File: config.mk
export PLATFORM = sky130hd
export DESIGN_NAME = tba_match
export DESIGN_NICKNAME = d
export VERILOG_FILES = /design/src/sv/tba_pkg.sv /design/src/sv/tba_match.sv
export SDC_FILE = /design/constraint.sdc
export NUM_CORES = 1
export LEC_CHECK = 0
export BUFFER_PORTS_ARGS = -buffer_cell sky130_fd_sc_hd__buf_2
export CELL_PAD_IN_SITES_DETAIL_PLACEMENT = 1
export CELL_PAD_IN_SITES_GLOBAL_PLACEMENT = 2
export CORE_MARGIN = 2
export CORE_UTILIZATION = 23
export DETAILED_ROUTE_END_ITERATION = 12
export GPL_ROUTABILITY_DRIVEN = 1
export PLACE_DENSITY_LB_ADDON = 0.1
export SLEW_MARGIN = 15
export SYNTH_ARGS = -nofsm -noshare
export SYNTH_HDL_FRONTEND = slang
export SYNTH_SLANG_ARGS = --single-unit
File: constraint.sdc
create_clock -name vclk -period 3.1
set_input_delay 0.155 -clock vclk [all_inputs]
set_output_delay 0.155 -clock vclk [all_outputs]
set_load 0.005 [all_outputs]
File: src/sv/tba_pkg.sv
`default_nettype none

package tba_pkg;

   localparam int NUM_BLOCKS = 32768;
   localparam int TAG_W      = 4;
   localparam int WORD_TAGS  = 16;
   localparam int WORD_W     = TAG_W * WORD_TAGS;
   localparam int WORDS      = (NUM_BLOCKS + WORD_TAGS - 1) / WORD_TAGS;
   localparam int ADDR_W     = (WORDS > 1) ? $clog2(WORDS) : 1;

   localparam logic [ADDR_W-1:0] LAST_WORD  = ADDR_W'(WORDS - 1);
   localparam logic [4:0]        LAST_LANES = 5'(NUM_BLOCKS - (WORDS - 1) * WORD_TAGS);
   localparam logic [16:0]       POOL_SIZE  = 17'(NUM_BLOCKS);
   localparam logic [15:0]       NO_BLOCK   = 16'hFFFF;

   localparam logic [2:0] OP_ALLOC     = 3'd0;
   localparam logic [2:0] OP_FREE      = 3'd1;
   localparam logic [2:0] OP_READ      = 3'd2;
   localparam logic [2:0] OP_SET       = 3'd3;
   localparam logic [2:0] OP_FIND_LAST = 3'd4;

   typedef struct packed {
      logic [2:0]       op;
      logic [15:0]      block_index;
      logic [TAG_W-1:0] block_type;
   } req_type;

   typedef struct packed {
      logic [15:0]      result_index;
      logic [TAG_W-1:0] result_type;
      logic             found;
   } rsp_type;

   typedef struct packed {
      logic       hit;
      logic [3:0] lane;
   } match_type;

endpackage

`default_nettype wire

File: src/sv/tba_match.sv
`default_nettype none

// first or last lane of a tag word whose tag equals the target
module tba_match (
   input  wire logic [tba_pkg::WORD_W-1:0] word,
   input  wire logic [tba_pkg::ADDR_W-1:0] word_addr,
   input  wire logic [tba_pkg::TAG_W-1:0]  tag,
   input  wire logic                       upward,
   output tba_pkg::match_type              res
);

   logic [tba_pkg::WORD_TAGS-1:0] hits;

   always_comb begin
      for (int i = 0; i < tba_pkg::WORD_TAGS; i++) begin
         hits[i] = (word[i*tba_pkg::TAG_W +: tba_pkg::TAG_W] == tag) &&
                   ((word_addr != tba_pkg::LAST_WORD) || (5'(i) < tba_pkg::LAST_LANES));
      end
   end

   always_comb begin
      res.hit  = |hits;
      res.lane = '0;
      if (upward) begin
         for (int i = tba_pkg::WORD_TAGS - 1; i >= 0; i--) begin
            if (hits[i]) begin
               res.lane = 4'(i);
            end
         end
      end else begin
         for (int i = 0; i < tba_pkg::WORD_TAGS; i++) begin
            if (hits[i]) begin
               res.lane = 4'(i);
            end
         end
      end
   end

endmodule

`default_nettype wire
# Yosys cells after proc, flatten, opt, wreduce, memory -nomap -nowiden

Cells that the tools add are included.

Equal/unequal tests: 16
Multiplexer cells: 32
Reductions and logical operators: 1

Operator list:

| operator         | number |
|---|---|
| $mux 4           | 31 |
| $eq 4x4->1       | 16 |
| $reduce_or 16->1 | 1 |
| $mux 1           | 1 |

Input port bits: 80
Logic and storage cells: 49
Output and inout bits: 5
Register bits after elaboration: 0

# Longest topological paths before layout

Depth in word-level cells: 18
Gate-level depth with buffers: 8
Depth with buffers taken out: 6

# Worst setup path after synthesis

Ideal clock, no wire load.

Path kind: input -> output
Start: input tag[0] in the netlist's numbering
End: output res[0] in the netlist's numbering
Buffers on the path: 1
Arrival time: 1.528 ns
Setup slack: 1.417 ns
Required time: 2.945 ns
Cell stages on the path: 7
Path through: buf_4 > xor2_1 > nor4_2 > o21ba_1 > and4_1 > a221o_1 > o311ai_1

RTL lines:

| item               | RTL line       | text |
|---|---|---|
| start: declaration | tba_match.sv:7 | `input wire logic [tba_pkg::TAG_W-1:0] tag,` |
| end: declaration   | tba_match.sv:9 | `output tba_pkg::match_type res` |

==> flow_metrics.env <==
export IMPL_setup_viol=0
export IMPL_ir_drop_mv=0.0585
export IMPL_min_to="res[3]"
export IMPL_n_fill_cell=631
export IMPL_seq_area_frac_synth=0
export IMPL_maxCapViolCount=0
export IMPL_cp_max_fo=16
export IMPL_cp_arrival_ns=2.24
export IMPL_relSlewSlack=0.552
export IMPL_post_drt_wl_per_cell_microns=13.7
export IMPL_grt_max_degree=17
export IMPL_synth_xor_area_frac=0.493
export IMPL_hold_start="upward"
export IMPL_tightest_slew_ns=0.666
export IMPL_syn_inst=144
export IMPL_rsz0062_at_grt="false"
export IMPL_p_leak_uw=0.000645
export IMPL_cpLargestDelayFamily="simple AND/OR/NAND/NOR gates"
export IMPL_synth_compound_area_frac=0.113
export IMPL_grt_pass1_vias=1335
export IMPL_cp_start_kind="input port"
export IMPL_status="finished clean"
export IMPL_cts_resized=0
export IMPL_place_congestion=0.683
export IMPL_diodes=0
export IMPL_hold_depth=3
export IMPL_fin_hold_ws_ns=0.677
export IMPL_synthAdderAreaFrac=0
export IMPL_synth_area_leader_cell="xnor2_1"
export IMPL_seq_cells=0
export IMPL_synth_area_leaders="xnor2_1, xor2_1, nand4_1"
export IMPL_io_pins=85
export IMPL_synth_area_per_cell_sq_um=7.89
export IMPL_critPathBufInv=2
export IMPL_final_area_sq_um=1490
export IMPL_crit_chain="buf_2 -> xor2_1 -> nor4_1 -> or2_1 -> o221ai_1 -> a221o_1 -> o311ai_1 -> buf_2"
export IMPL_core_sq_um=4750
export IMPL_post_cts_repair_setup_buffers=0
export IMPL_critPathSlowestCell="nor4_1"
export IMPL_antenna_found_initial=0
export IMPL_drive_above_1_share=0.392
export IMPL_die_area_sq_um=5520
export IMPL_grt_overflow_total=0
export IMPL_dieWidth_microns=74.3
export IMPL_grt_usage=0.138
export IMPL_fin_nets=291
export IMPL_port_buffers=74
export IMPL_syn_num_nets=224
export IMPL_routed_wl_microns=3790
export IMPL_seq_area_sq_um=0
export IMPL_worstSetupPathType="input port to output port"
export IMPL_multi_input_area_sq_um=1030
export IMPL_postPlaceCellArea_sq_um=1490
export IMPL_syn_area_sq_um=1140
export IMPL_initial_core_util=0.239
export IMPL_hold_buffers=0
export IMPL_synth_distinct_cells=36
export IMPL_yosysTopAreaCellShare=0.308
export IMPL_max_freq_ghz=0.418
export IMPL_synthMuxAreaShare=0
export IMPL_setup_worst_path_end_class="output port"
export IMPL_pre_cts_slack_ns=0.665
export IMPL_synth_top_family_by_area="XOR/XNOR gates"
export IMPL_setup_slack_ns=0.709
export IMPL_p_per_area_nw_per_um2=181
export IMPL_ant_nets=0
export IMPL_cp_slowest_stage_delay_ns=0.62
export IMPL_worstPathRequired_ns=2.94
export IMPL_drc=0
export IMPL_fin_crit_sh=0.771
export IMPL_setup_tns_ns=0
export IMPL_yosys_area_share_simple=0.296
export IMPL_min_delay_path_class="input port to output port"
export IMPL_rows=25
export IMPL_firstDrtPassIters=3
export IMPL_grt_pass1_wl_microns=6110
export IMPL_drv_slew=0
export IMPL_first_iter_violations=12
export IMPL_startpoint="tag[2]"
export IMPL_crit_top_cell="buf_2"
export IMPL_vias_per_cell=4.48
export IMPL_place_hpwl_microns=3310
export IMPL_via_count=1236
export IMPL_ys_warn_count=0
export IMPL_area_growth_pct=30.9
export IMPL_finalCriticalPeriod_ns=2.39
export IMPL_nClkBuffers=0
export IMPL_die_h_microns=74.3
export IMPL_hold_violations=0
==> report_power, final <==
part	internal, uW	switching, uW	total, uW	leakage [uW]
sequential	0	0	0	0
combinational	132	138	270	0.000645
clock	0	0	0	0
total	132	138	270	0.000645
==> worst max path at each step <==
stage             end  slack, ns  cells past startpoint
2_1_floorplan  res[0]       1.42                      7
3_3_place_gp   res[0]       0.67                      8
3_5_place_dp   res[0]       0.67                      8
4_1_cts        res[0]       0.66                      8
5_1_grt        res[0]       0.53                      8
6_report       res[0]       0.71                      8
==> through the flow <==
step	util	cells	total power (uW)
CTS	0.313	276	275
detailed placement	0.313	276	275
finish	0.313	276	270
global placement	0.313	276	266
global route	0.313	276	304
floorplan	-	144	188
==> cells in the mapped netlist (3+ instances only) <==
cell,count
a21oi_1,3
buf_6,5
nand2_1,10
nand3_1,3
nand4_1,12
nor2_1,9
nor4_4,3
xnor2_1,40
xor2_1,24
==> per-layer routing <==
layer,up-vias,track usage,share of wire
li1,639,-,-
met1,562,0.180,0.45
met2,35,0.263,0.51
met3,0,0.0108,0.043
met4,0,0,0
met5,-,0,0
==> area by class of cell <==
type               count  area share
multi-input cells    133       0.690
repair buffers        74       0.249
well taps             67      0.0563
inverters              2     0.00505
==> kinds of logic after synthesis <==
family	after synthesis
buffers and inverters	11
AO/OA/AOI/OAI	18
XOR/XNOR	64
AND/OR/NAND/NOR	51
==> layout by cell type, fill, tap and decap left out, types with 3 or more instances in the layout <==
master   count
nand4_1     12
nor4_4       3
xnor2_1     40
nand3_1      3
xor2_1      24
a21oi_1      3
nor2_1       9
nand2_1     10
buf_2       74
No activity file was read; power rests on OpenSTA's default activity.
